===== src/sv/gcd2m_pkg.sv =====
package gcd2m_pkg;

  // Default operand width
  localparam int unsigned DATA_WIDTH = 31;

  // Sequencer states
  typedef enum logic [2:0] {
    S_IDLE,
    S_STRIP_COMMON,
    S_STRIP,
    S_SUB,
    S_UPDATE,
    S_FINISH
  } state_e;

  // Outcome of one serial subtraction pass
  typedef struct packed {
    logic x_lt_y;
    logic equal;
  } sub_status_t;

endpackage


===== src/sv/gcd2m_sersub.sv =====
module gcd2m_sersub (
  input  logic                    clk_i,
  input  logic                    rst_ni,
  input  logic                    en_i,
  input  logic                    first_i,
  input  logic                    x_bit_i,
  input  logic                    y_bit_i,
  output logic                    xy_bit_o,
  output logic                    yx_bit_o,
  output gcd2m_pkg::sub_status_t  status_o
);
  import gcd2m_pkg::*;

  logic bxy_q, bxy_d;
  logic byx_q, byx_d;
  logic neq_q, neq_d;
  logic bxy_in, byx_in, neq_in;
  logic bit_eq;

  // Start each pass with no borrow and nothing seen
  assign bxy_in = first_i ? 1'b0 : bxy_q;
  assign byx_in = first_i ? 1'b0 : byx_q;
  assign neq_in = first_i ? 1'b0 : neq_q;
  assign bit_eq = ~(x_bit_i ^ y_bit_i);

  // Form one bit of x - y and of y - x, LSB first
  always_comb begin
    xy_bit_o = x_bit_i ^ y_bit_i ^ bxy_in;
    yx_bit_o = x_bit_i ^ y_bit_i ^ byx_in;
    bxy_d    = (~x_bit_i & y_bit_i) | (bit_eq & bxy_in);
    byx_d    = (~y_bit_i & x_bit_i) | (bit_eq & byx_in);
    neq_d    = neq_in | xy_bit_o;
  end

  // Hold borrows and the nonzero flag between bits
  always_ff @(posedge clk_i or negedge rst_ni) begin
    if (!rst_ni) begin
      bxy_q <= 1'b0;
      byx_q <= 1'b0;
      neq_q <= 1'b0;
    end else if (en_i) begin
      bxy_q <= bxy_d;
      byx_q <= byx_d;
      neq_q <= neq_d;
    end
  end

  // A final borrow of x - y means x < y
  assign status_o.x_lt_y = bxy_q;
  assign status_o.equal  = ~neq_q;

endmodule


===== src/sv/gcd_euclid_two_mode.sv =====
// Greatest common divisor of two unsigned operands, computed with a bit-serial
// subtractor: every compare-and-subtract streams both operands LSB first
// through one full-subtractor cell, so a pass streams all DataWidth bits and
// then updates the larger operand. With use_remainder_i high the block runs
// binary steps (drop shared and single factors of two one bit per cycle, then
// subtract). With use_remainder_i low it runs plain Euclidean subtraction: the
// number of subtractions is the sum of the quotients, up to about 2^DataWidth
// for very unbalanced operands. A zero operand returns the other operand. One
// transaction is worked at a time; the result sits in an output register, so
// the next transaction is taken while the previous result waits for
// out_ready_i.
module gcd_euclid_two_mode #(
  parameter int unsigned DataWidth = gcd2m_pkg::DATA_WIDTH
) (
  input  logic                 clk_i,
  input  logic                 rst_ni,
  input  logic                 in_valid_i,
  output logic                 in_ready_o,
  input  logic [DataWidth-1:0] operand_a_i,
  input  logic [DataWidth-1:0] operand_b_i,
  input  logic                 use_remainder_i,
  output logic                 out_valid_o,
  input  logic                 out_ready_i,
  output logic [DataWidth-1:0] divisor_o
);
  import gcd2m_pkg::*;

  localparam int unsigned CntW = $clog2(DataWidth);
  localparam logic [CntW-1:0] LastCnt = CntW'(DataWidth - 1);

  state_e state_q, state_d;

  logic [DataWidth-1:0] x_q, x_d;
  logic [DataWidth-1:0] y_q, y_d;
  logic [DataWidth-1:0] dxy_q, dxy_d;
  logic [DataWidth-1:0] dyx_q, dyx_d;
  logic [CntW-1:0]      cnt_q, cnt_d;
  logic [CntW-1:0]      twos_q, twos_d;
  logic                 binary_q, binary_d;
  logic [DataWidth-1:0] res_q, res_d;
  logic                 res_valid_q, res_valid_d;

  logic        in_fire;
  logic        zero_in;
  logic        res_free;
  logic        sub_en;
  logic        sub_first;
  logic        xy_bit, yx_bit;
  sub_status_t sub_status;

  assign in_ready_o  = (state_q == S_IDLE);
  assign in_fire     = in_valid_i & in_ready_o;
  assign zero_in     = (operand_a_i == '0) | (operand_b_i == '0);
  assign res_free    = ~res_valid_q | out_ready_i;
  assign out_valid_o = res_valid_q;
  assign divisor_o   = res_q;

  assign sub_en    = (state_q == S_SUB);
  assign sub_first = (cnt_q == '0);

  gcd2m_sersub u_sersub (
    .clk_i    (clk_i),
    .rst_ni   (rst_ni),
    .en_i     (sub_en),
    .first_i  (sub_first),
    .x_bit_i  (x_q[0]),
    .y_bit_i  (y_q[0]),
    .xy_bit_o (xy_bit),
    .yx_bit_o (yx_bit),
    .status_o (sub_status)
  );

  // Advance the sequencer
  always_comb begin
    state_d = state_q;
    case (state_q)
      S_IDLE: begin
        if (in_fire) begin
          if (zero_in) begin
            state_d = S_FINISH;
          end else if (use_remainder_i) begin
            state_d = S_STRIP_COMMON;
          end else begin
            state_d = S_SUB;
          end
        end
      end
      S_STRIP_COMMON: begin
        if (x_q[0] | y_q[0]) begin
          state_d = S_STRIP;
        end
      end
      S_STRIP: begin
        if (x_q[0] & y_q[0]) begin
          state_d = S_SUB;
        end
      end
      S_SUB: begin
        if (cnt_q == LastCnt) begin
          state_d = S_UPDATE;
        end
      end
      S_UPDATE: begin
        if (sub_status.equal) begin
          state_d = S_FINISH;
        end else if (binary_q) begin
          state_d = S_STRIP;
        end else begin
          state_d = S_SUB;
        end
      end
      S_FINISH: begin
        if (twos_q == '0 && res_free) begin
          state_d = S_IDLE;
        end
      end
      default: state_d = S_IDLE;
    endcase
  end

  // Drive the datapath for each state
  always_comb begin
    x_d         = x_q;
    y_d         = y_q;
    dxy_d       = dxy_q;
    dyx_d       = dyx_q;
    cnt_d       = cnt_q;
    twos_d      = twos_q;
    binary_d    = binary_q;
    res_d       = res_q;
    res_valid_d = res_valid_q & ~out_ready_i;
    case (state_q)
      S_IDLE: begin
        if (in_fire) begin
          x_d      = zero_in ? (operand_a_i | operand_b_i) : operand_a_i;
          y_d      = operand_b_i;
          cnt_d    = '0;
          twos_d   = '0;
          binary_d = use_remainder_i;
        end
      end
      S_STRIP_COMMON: begin
        // Drop a factor of two shared by both operands
        if (!(x_q[0] | y_q[0])) begin
          x_d    = {1'b0, x_q[DataWidth-1:1]};
          y_d    = {1'b0, y_q[DataWidth-1:1]};
          twos_d = twos_q + 1'b1;
        end
      end
      S_STRIP: begin
        // Drop a factor of two from whichever operand is even
        if (!x_q[0]) begin
          x_d = {1'b0, x_q[DataWidth-1:1]};
        end
        if (!y_q[0]) begin
          y_d = {1'b0, y_q[DataWidth-1:1]};
        end
        cnt_d = '0;
      end
      S_SUB: begin
        // Rotate operands through the subtractor, collect both differences
        x_d   = {x_q[0], x_q[DataWidth-1:1]};
        y_d   = {y_q[0], y_q[DataWidth-1:1]};
        dxy_d = {xy_bit, dxy_q[DataWidth-1:1]};
        dyx_d = {yx_bit, dyx_q[DataWidth-1:1]};
        cnt_d = (cnt_q == LastCnt) ? '0 : cnt_q + 1'b1;
      end
      S_UPDATE: begin
        // Replace the larger operand by the difference
        if (!sub_status.equal) begin
          if (sub_status.x_lt_y) begin
            y_d = dyx_q;
          end else begin
            x_d = dxy_q;
          end
        end
      end
      S_FINISH: begin
        // Restore shared factors of two, then hand off the result
        if (twos_q != '0) begin
          x_d    = {x_q[DataWidth-2:0], 1'b0};
          twos_d = twos_q - 1'b1;
        end else if (res_free) begin
          res_d       = x_q;
          res_valid_d = 1'b1;
        end
      end
      default: ;
    endcase
  end

  // Control registers
  always_ff @(posedge clk_i or negedge rst_ni) begin
    if (!rst_ni) begin
      state_q     <= S_IDLE;
      res_valid_q <= 1'b0;
      cnt_q       <= '0;
      twos_q      <= '0;
      binary_q    <= 1'b0;
    end else begin
      state_q     <= state_d;
      res_valid_q <= res_valid_d;
      cnt_q       <= cnt_d;
      twos_q      <= twos_d;
      binary_q    <= binary_d;
    end
  end

  // Payload shift registers
  always_ff @(posedge clk_i) begin
    x_q   <= x_d;
    y_q   <= y_d;
    dxy_q <= dxy_d;
    dyx_q <= dyx_d;
    res_q <= res_d;
  end

endmodule


===== config.mk =====
export PLATFORM = sky130hd
export DESIGN_NAME = gcd_euclid_two_mode
export DESIGN_NICKNAME = d
export VERILOG_FILES = /design/src/sv/gcd2m_pkg.sv /design/src/sv/gcd2m_sersub.sv /design/src/sv/gcd_euclid_two_mode.sv
export SDC_FILE = /design/constraint.sdc
export NUM_CORES = 1
export LEC_CHECK = 0
export BUFFER_PORTS_ARGS = -buffer_cell sky130_fd_sc_hd__buf_2
export CORE_UTILIZATION = 60
export CTS_BUF_LIST = sky130_fd_sc_hd__clkbuf_4
export CTS_CLUSTER_DIAMETER = 80
export DETAILED_ROUTE_END_ITERATION = 12
export PLACE_DENSITY = 0.82
export SLEW_MARGIN = 20
export SYNTH_ARGS = -nofsm -noshare
export SYNTH_HDL_FRONTEND = slang
export SYNTH_SLANG_ARGS = --single-unit

===== constraint.sdc =====
create_clock -name clk_i -period 3.98 [get_ports clk_i]
set_clock_uncertainty 0.05 [all_clocks]
set_input_delay 0 -clock clk_i [delete_from_list [all_inputs] [get_ports clk_i]]
set_output_delay 0 -clock clk_i [all_outputs]
set_load 0.005 [all_outputs]

==> impl_metrics.csv, run 1 <==
group,metric,value,unit
route,met3_length,1940,um
route,routed_wirelength,21900,um
power_and_ir_drop,peakVddDrop,417,uV
worst_hold_path,hold_class,"input pin to flip-flop",
clocking,cts_setup_buffers,0,
critical_path,regToRegSetupSlack,0.84,ns
timing,worst_margin_pin_slew,1.07,ns
synthesis,synthesis.yosys.warnings,0,
flow_run,drv.max_cap_violation_count,0,
route,post_detailed_route_drc_marker_count,0,
route,dr.max_layer_used,"met4",
critical_path,crit_buf_inv,2,
floorplanning,die_height,117,um
critical_path,worst_r2r_path_depth,7,
route,firstDrtPassIters,5,
power_and_ir_drop,pwr_density_cell,779,mW/mm^2
timing,maximum_clock_frequency,318,MHz
power_and_ir_drop,power.leakage,3.62,nW
floorplanning,io_pins,100,
global_route,grt_pass1_vias,6354,
power_and_ir_drop,power_consumption,7.65,mW
critical_path,crit_family,"simple AND/OR/NAND/NOR gates",
timing,report.final.setup_viol,0,
critical_path,crit_chain,"or2_2 -> nor2_2 -> a21oi_2 -> buf_4 -> a211oi_1 -> dlygate4sd3_1 -> nor2_1",
worst_hold_path,hold-path-cell-count,3,
synthesis,synth_seq_area_share,64.1,%
critical_path,critical_path_cell_count,7,
timing,slew_viol_final,0,
status,status,"completed",
route,wire_length_per_cell,21.3,um
clocking,clock_tree.htree_level_count,4,
critical_path,slowest_stage_delay_cp,0.67,ns
synthesis,synth_cell_type_count,57,
clocking,tritoncts,"yes",
global_route,antenna_violations_before_repair,2,
critical_path,worst_setup_path_end_kind,"flip-flop",
clocking,clock_tree.buffer_depth,2,
timing,relSlewSlack,28.5,%
critical_path,crit_type,"flip-flop to flip-flop",
timing,finalSetupTns,0,ns
floorplanning,placement_rows,41,
global_route,grt_first_pass_wirelength,33600,um
synthesis,ys_ff_latch,173,
critical_path,worst-endpoint-required,4.28,ns
worst_hold_path,hold_start,"use_remainder_i",
floorplanning,die_area,0.0137,mm^2
placement,post-dp-hpwl,13000,um
critical_path,critical_path_arrival,3.44,ns
critical_path,worstSetupStartpointType,"flip-flop",
clocking,clk_root_buffer_cell,"clkbuf_4",
floorplanning,initial_core_util,62.4,%
timing,timing.final.hold_violations,0,
floorplanning,die-width,117,um
global_route,pin_count_of_the_biggest_net_entering_global_routing,78,
timing,setup_repair_after_global_routing_missed_its_margin,"false",
cells_and_area,final_net_count,915,
synthesis,synth_area,0.00797,mm^2
timing,finalWorstPathRequiredPeriod,3.14,ns
synthesis,ys_async_sr_fraction,10.4,%
clocking,clk_transition_reported_paths,0.14,ns
placement,finalWeightedCongestion,0.949,
synthesis,synth_flop_cell,"edfxtp_1",
placement,post-place-ws,1.38,ns
global_route,global_route.usage.total,33.8,%
synthesis,synth_instances,656,
timing,layout_setup_ws,0.839,ns
route,route.vias.total,6721,
clocking,insertion_delay,0.59,ns
critical_path,critical_path.slowest_cell,"dlygate4sd3_1",
clocking,numCtsBuffers,17,
synthesis,synthesis.nets,734,
route,dr.first_iter.drc_count,822,
floorplanning,placeableCoreArea,0.0128,mm^2
clocking,clkSinkCount,173,
placement,numPortBuffers,99,
worst_hold_path,worst_hold_path.endpoint,"binary_q$_DFFE_PN0P_",
route,drtAntennaViolNets,0,
critical_path,worstReg2RegStart,"state_q[0]$_DFFE_PN0P_",
global_route,gr-total-overflow,0,
route,drt-met1-wl,8440,um
route,met2_layer_wire_length_in_the_routed_design,10500,um
cells_and_area,area.growth.synth_to_final,23.3,%
route,viasPerCell,6.54,
synthesis,synth-edff-count,155,
critical_path,cp_max_fo,33,
timing,finalCritPeriodShare,78.9,%
cells_and_area,drive_gt1_share,19.1,%
synthesis,synthesis.area_per_instance,12.1,um^2
critical_path,timing.rr.end,"x_q[21]$_DFFE_PP_",
==> cells by family after synthesis <==
logic type / Yosys count / synth area share, %
adder cells (fa/ha/maj): 11 / 2.01
buffers and inverters: 65 / 4.00
flip-flops: 173 / 64.1
AO/OA/AOI/OAI: 207 / 18.4
AND/OR/NAND/NOR: 194 / 10.8
XOR/XNOR: 3 / 0.330
multiplexers: 3 / 0.393
==> Yosys cell counts, drive strengths merged, types with 5 or more instances <==
master	count	area, um^2
nand2	74	278
nor3	8	40.0
dfrtp	18	450
a211oi	32	240
nand3	5	25.0
edfxtp	155	4650
o32ai	27	236
nor4	14	87.6
nor2	69	267
ha	8	100
a31oi	34	213
a221oi	31	272
inv	16	60.1
clkbuf	15	56.3
a21oi	42	214
o21ai	20	100
buf	33	199
==> how the worst max path moves through the flow <==
| stage | slack, ns | from | to |
|---|---|---|---|
| floorplan | 0.62 | x_q[0]$_DFFE_PP_ | x_q[10]$_DFFE_PP_ |
| global placement | 1.53 | state_q[0]$_DFFE_PN0P_ | twos_q[4]$_DFFE_PN0P_ |
| detailed placement | 1.38 | state_q[0]$_DFFE_PN0P_ | twos_q[4]$_DFFE_PN0P_ |
| CTS | 1.08 | state_q[0]$_DFFE_PN0P_ | x_q[18]$_DFFE_PP_ |
| global route | 0.71 | state_q[0]$_DFFE_PN0P_ | x_q[17]$_DFFE_PP_ |
| finish | 0.84 | state_q[0]$_DFFE_PN0P_ | x_q[21]$_DFFE_PP_ |
==> per-stage QoR <==
| stage | hold slack (ns) | util (%) | instances | instance area (um^2) |
|---|---|---|---|---|
| CTS | 0.138 | 76.8 | 1022 | 9810 |
| global route | 0.133 | 76.8 | 1024 | 9810 |
| detailed placement | -0.0809 | 67.0 | 893 | 8560 |
| floorplan | -0.346 | - | 656 | 7970 |
| global placement | -0.0947 | 67.0 | 893 | 8560 |
| finish | 0.175 | 76.9 | 1027 | 9820 |
==> state kept, by name, summed over array words and instances (netlist names) <==
name / flops
x_q: 31
u_sersub.neq_q: 1
y_q: 31
state_q: 3
divisor_o: 31
twos_q: 5
binary_q: 1
u_sersub.bxy_q: 1
dxy_q: 31
out_valid_o: 1
u_sersub.byx_q: 1
dyx_q: 31
cnt_q: 5
==> placed cells by master, fill, tap and decap left out, types with 3 or more instances in the layout <==
cell type,n
edfxtp_1,155
buf_2,99
dlygate4sd3_1,97
nand2_1,74
nor2_1,65
a21oi_1,41
a31oi_1,33
a211oi_1,32
a221oi_1,31
o32ai_1,27
o21ai_0,18
clkbuf_4,18
dfrtp_1,17
inv_1,14
nor4_1,14
buf_4,13
nor3_1,8
ha_1,8
diode_2,5
nand3_1,5
nand4_1,4
clkinv_1,4
and3_1,4
o2bb2ai_1,4
or2_2,3
nor2_2,3
nor2b_1,3
fa_1,3
clkinvlp_4,3
inv_6,3
==> metal layers <==
metal / GRT usage [%] / vias up
met4: 17.8 / 0
met5: 0 / -
met3: 7.72 / 90
met1: 44.6 / 3222
li1: - / 2943
met2: 52.5 / 466
==> power breakdown <==
group | internal (mW) | switching (mW) | total [mW]
clock | 0.379 | 0.610 | 0.989
sequential | 3.05 | 0.439 | 3.49
combinational | 1.17 | 2.00 | 3.17
total | 4.60 | 3.05 | 7.65
==> tightest hold or removal path: cells and delay by family <==
family	cells	cell delay, ns
buffers and inverters	2	0.63
multiplexers	1	0.13
==> repair_timing <==
action,CTS,global route
hold endpoints to repair,85,0
hold buffers,97,0
resized for setup,0,0
==> layout make-up <==
type	instances	area [um^2]
Tap cell	172	215
Timing Repair Buffer	210	1580
Sequential cell	173	5110
Clock inverter	14	143
Antenna cell	5	12.5
Clock buffer	18	135
Inverter	17	63.8
Multi-Input combinational cell	418	2560
Fill cell	792	2950
Note: power is estimated with default switching activity, not from simulation.
==> run 2, diff against run 1 <==
==> constraint.sdc (replaced) <==
create_clock -name clk_i -period 2.9 [get_ports clk_i]
set_clock_uncertainty 0.05 [all_clocks]
set_input_delay 0 -clock clk_i [delete_from_list [all_inputs] [get_ports clk_i]]
set_output_delay 0 -clock clk_i [all_outputs]
set_load 0.005 [all_outputs]
==> run 2 against run 1 <==
- critical endpoint is now x_q[18]$_DFFE_PP_
- critical path depth increased by 1
- largest power group unchanged
- clock-buffer cell count rose by 2
- largest cell class unchanged
- routed wire length is 4.5% lower
- hold slack improved by 0.035 ns
==> impl_metrics.csv, run 2 (same netlist as run 1, synthesis figures left out) <==
group,metric,value,unit
global_route,pin_count_of_the_biggest_net_entering_global_routing,66,
floorplanning,die_height,117,um
timing,maximum_clock_frequency,360,MHz
route,routed_wirelength,20900,um
floorplanning,placement_rows,41,
timing,finalCritPeriodShare,95.7,%
flow_run,drv.max_cap_violation_count,0,
floorplanning,placeableCoreArea,0.0128,mm^2
cells_and_area,antenna-diode-count,0,
placement,numPortBuffers,99,
critical_path,critical_path_arrival,3.06,ns
power_and_ir_drop,power.sequential.fraction,45.1,%
route,wire_length_per_cell,20.4,um
route,dr.first_iter.drc_count,742,
status,status,"completed",
clocking,clock_tree.buffer_depth,2,
clocking,insertion_delay,0.56,ns
route,post_detailed_route_drc_marker_count,0,
timing,finalSetupTns,0,ns
cells_and_area,final_cells,1027,
power_and_ir_drop,power.leakage,3.65,nW
placement,placedCellCount,899,
clocking,clock_tree.htree_level_count,4,
timing,finalWorstPathRequiredPeriod,2.77,ns
cells_and_area,mostFrequentLayoutCell,"edfxtp_1",
critical_path,crit_type,"flip-flop to flip-flop",
timing,worst_margin_pin_slew,0.846,ns
route,viasPerCell,6.48,
power_and_ir_drop,peakVddDrop,774,uV
power_and_ir_drop,swShare,39.1,%
placement,post-dp-hpwl,13200,um
timing,report.final.setup_viol,0,
route,route.vias.total,6655,
timing,timing.final.hold_violations,0,
critical_path,worst_setup_path_end_kind,"flip-flop",
cells_and_area,drive_gt1_share,19.5,%
timing,relSlewSlack,43.4,%
critical_path,worst-endpoint-required,3.19,ns
cells_and_area,area.growth.synth_to_final,23.9,%
placement,finalWeightedCongestion,0.951,
timing,slew_viol_final,0,
clocking,post_cts.resized_instances,0,
floorplanning,initial_core_util,62.4,%
clocking,clk_transition_reported_paths,0.13,ns
global_route,antenna_violations_before_repair,0,
power_and_ir_drop,pwr_density_cell,1060,mW/mm^2
clocking,clkSinkCount,173,
clocking,tritoncts,"yes",
cells_and_area,final_net_count,920,
cells_and_area,layout_common_cells,"edfxtp_1, buf_2, dlygate4sd3_1",
timing,setup_repair_after_global_routing_missed_its_margin,"false",
worst_hold_path,hold_class,"input pin to flip-flop",
clocking,clk_root_buffer_cell,"clkbuf_4",
floorplanning,die-width,117,um
power_and_ir_drop,switching_power_summed_over_all_nets,4.09,mW
critical_path,worstSetupStartpointType,"flip-flop",
critical_path,cp_max_fo,25,
clocking,numCtsBuffers,17,
power_and_ir_drop,internal-power,6.37,mW
power_and_ir_drop,pwr-share-clk,12.7,%
global_route,grt_pass1_vias,6215,
global_route,gr-total-overflow,0,
placement,postPlaceCellArea,0.00863,mm^2
cells_and_area,post-route-cell-area,0.00987,mm^2
floorplanning,io_pins,100,
global_route,grt_first_pass_wirelength,32200,um
floorplanning,die_area,0.0137,mm^2
global_route,global_route.usage.total,31.8,%
route,drtAntennaViolNets,0,
power_and_ir_drop,combPwrFrac,42.2,%
cells_and_area,finalCoreUtilization,77.2,%
route,firstDrtPassIters,5,
clocking,cts_setup_buffers,0,
run 2: cell count changes in the layout (fill, tap and decap cells not counted), sizes merged:
cell / delta
clkbuf: +2
dlygate4sd3: -1
inv: -1
diode: -5
buf: +6
clkinv: -1
run 2: power by group through the flow:
stage	clock (mW)	combinational, mW	sequential [mW]
after floorplan	0	3.02	4.57
after global placement	0	3.83	4.72
after detailed placement	0	4.00	4.74
after CTS	1.34	4.28	4.69
after global routing	1.43	4.81	4.80
final	1.32	4.42	4.72
run 2: final timing paths:
kind                                         from                     end  slack (ns)  cells after the start
setup / recovery           state_q[1]$_DFFE_PN0P_       x_q[18]$_DFFE_PP_        0.13                      8
hold / removal                    use_remainder_i    binary_q$_DFFE_PN0P_        0.21                      3
setup reg to reg           state_q[1]$_DFFE_PN0P_       x_q[18]$_DFFE_PP_        0.13                      8
hold reg to reg               dyx_q[18]$_DFFE_PN_     dyx_q[17]$_DFFE_PN_        0.41                      0
max in group asynchronous                  rst_ni  state_q[2]$_DFFE_PN0P_        1.67                      3
min in group asynchronous                  rst_ni    cnt_q[1]$_DFFE_PN0P_        0.56                      3
run 2: per-stage QoR:
step | setup slack (ns) | hold WS [ns] | power [mW]
after global routing | 0.0472 | 0.158 | 11.0
after detailed placement | 0.438 | -0.0877 | 8.74
final | 0.125 | 0.210 | 10.5
after floorplan | 0.127 | -0.346 | 7.59
after global placement | 0.537 | -0.101 | 8.55
after CTS | 0.246 | 0.133 | 10.3
run 2: critical path, stage by stage, from the launching register on:
cell           delay (ns)
dfrtp_1              0.45
buf_4                0.20
or2_2                0.34
nor2_2               0.16
a21oi_2              0.10
buf_4                0.24
a211oi_1             0.33
dlygate4sd3_1        0.62
nor2_1               0.05
run 2: routing by layer:
layer  global-route usage, %  routed length, um  vias up  share of wire (%)
met3                    6.90               2120       63                 10
li1                        -                  -     2945                  -
met2                    49.8              10000      458                 48
met1                    42.8               8070     3189                 39
met4                    14.8                682        0                3.3
met5                       0                  0        -                  0
run 2: final cells by class:
type,instances,area [um^2]
inverters,17,63.8
fillers,785,2910
multi-input cells,418,2570
well taps,172,215
repair buffers,215,1640
clock inverters,12,120
flip-flops and latches,173,5110
clock buffers,20,150
run 2: what timing repair did:
| item | CTS | global route |
|---|---|---|
| hold endpoints to repair | 85 | 0 |
| setup endpoints to repair | 0 | 0 |
| hold buffers | 96 | 0 |
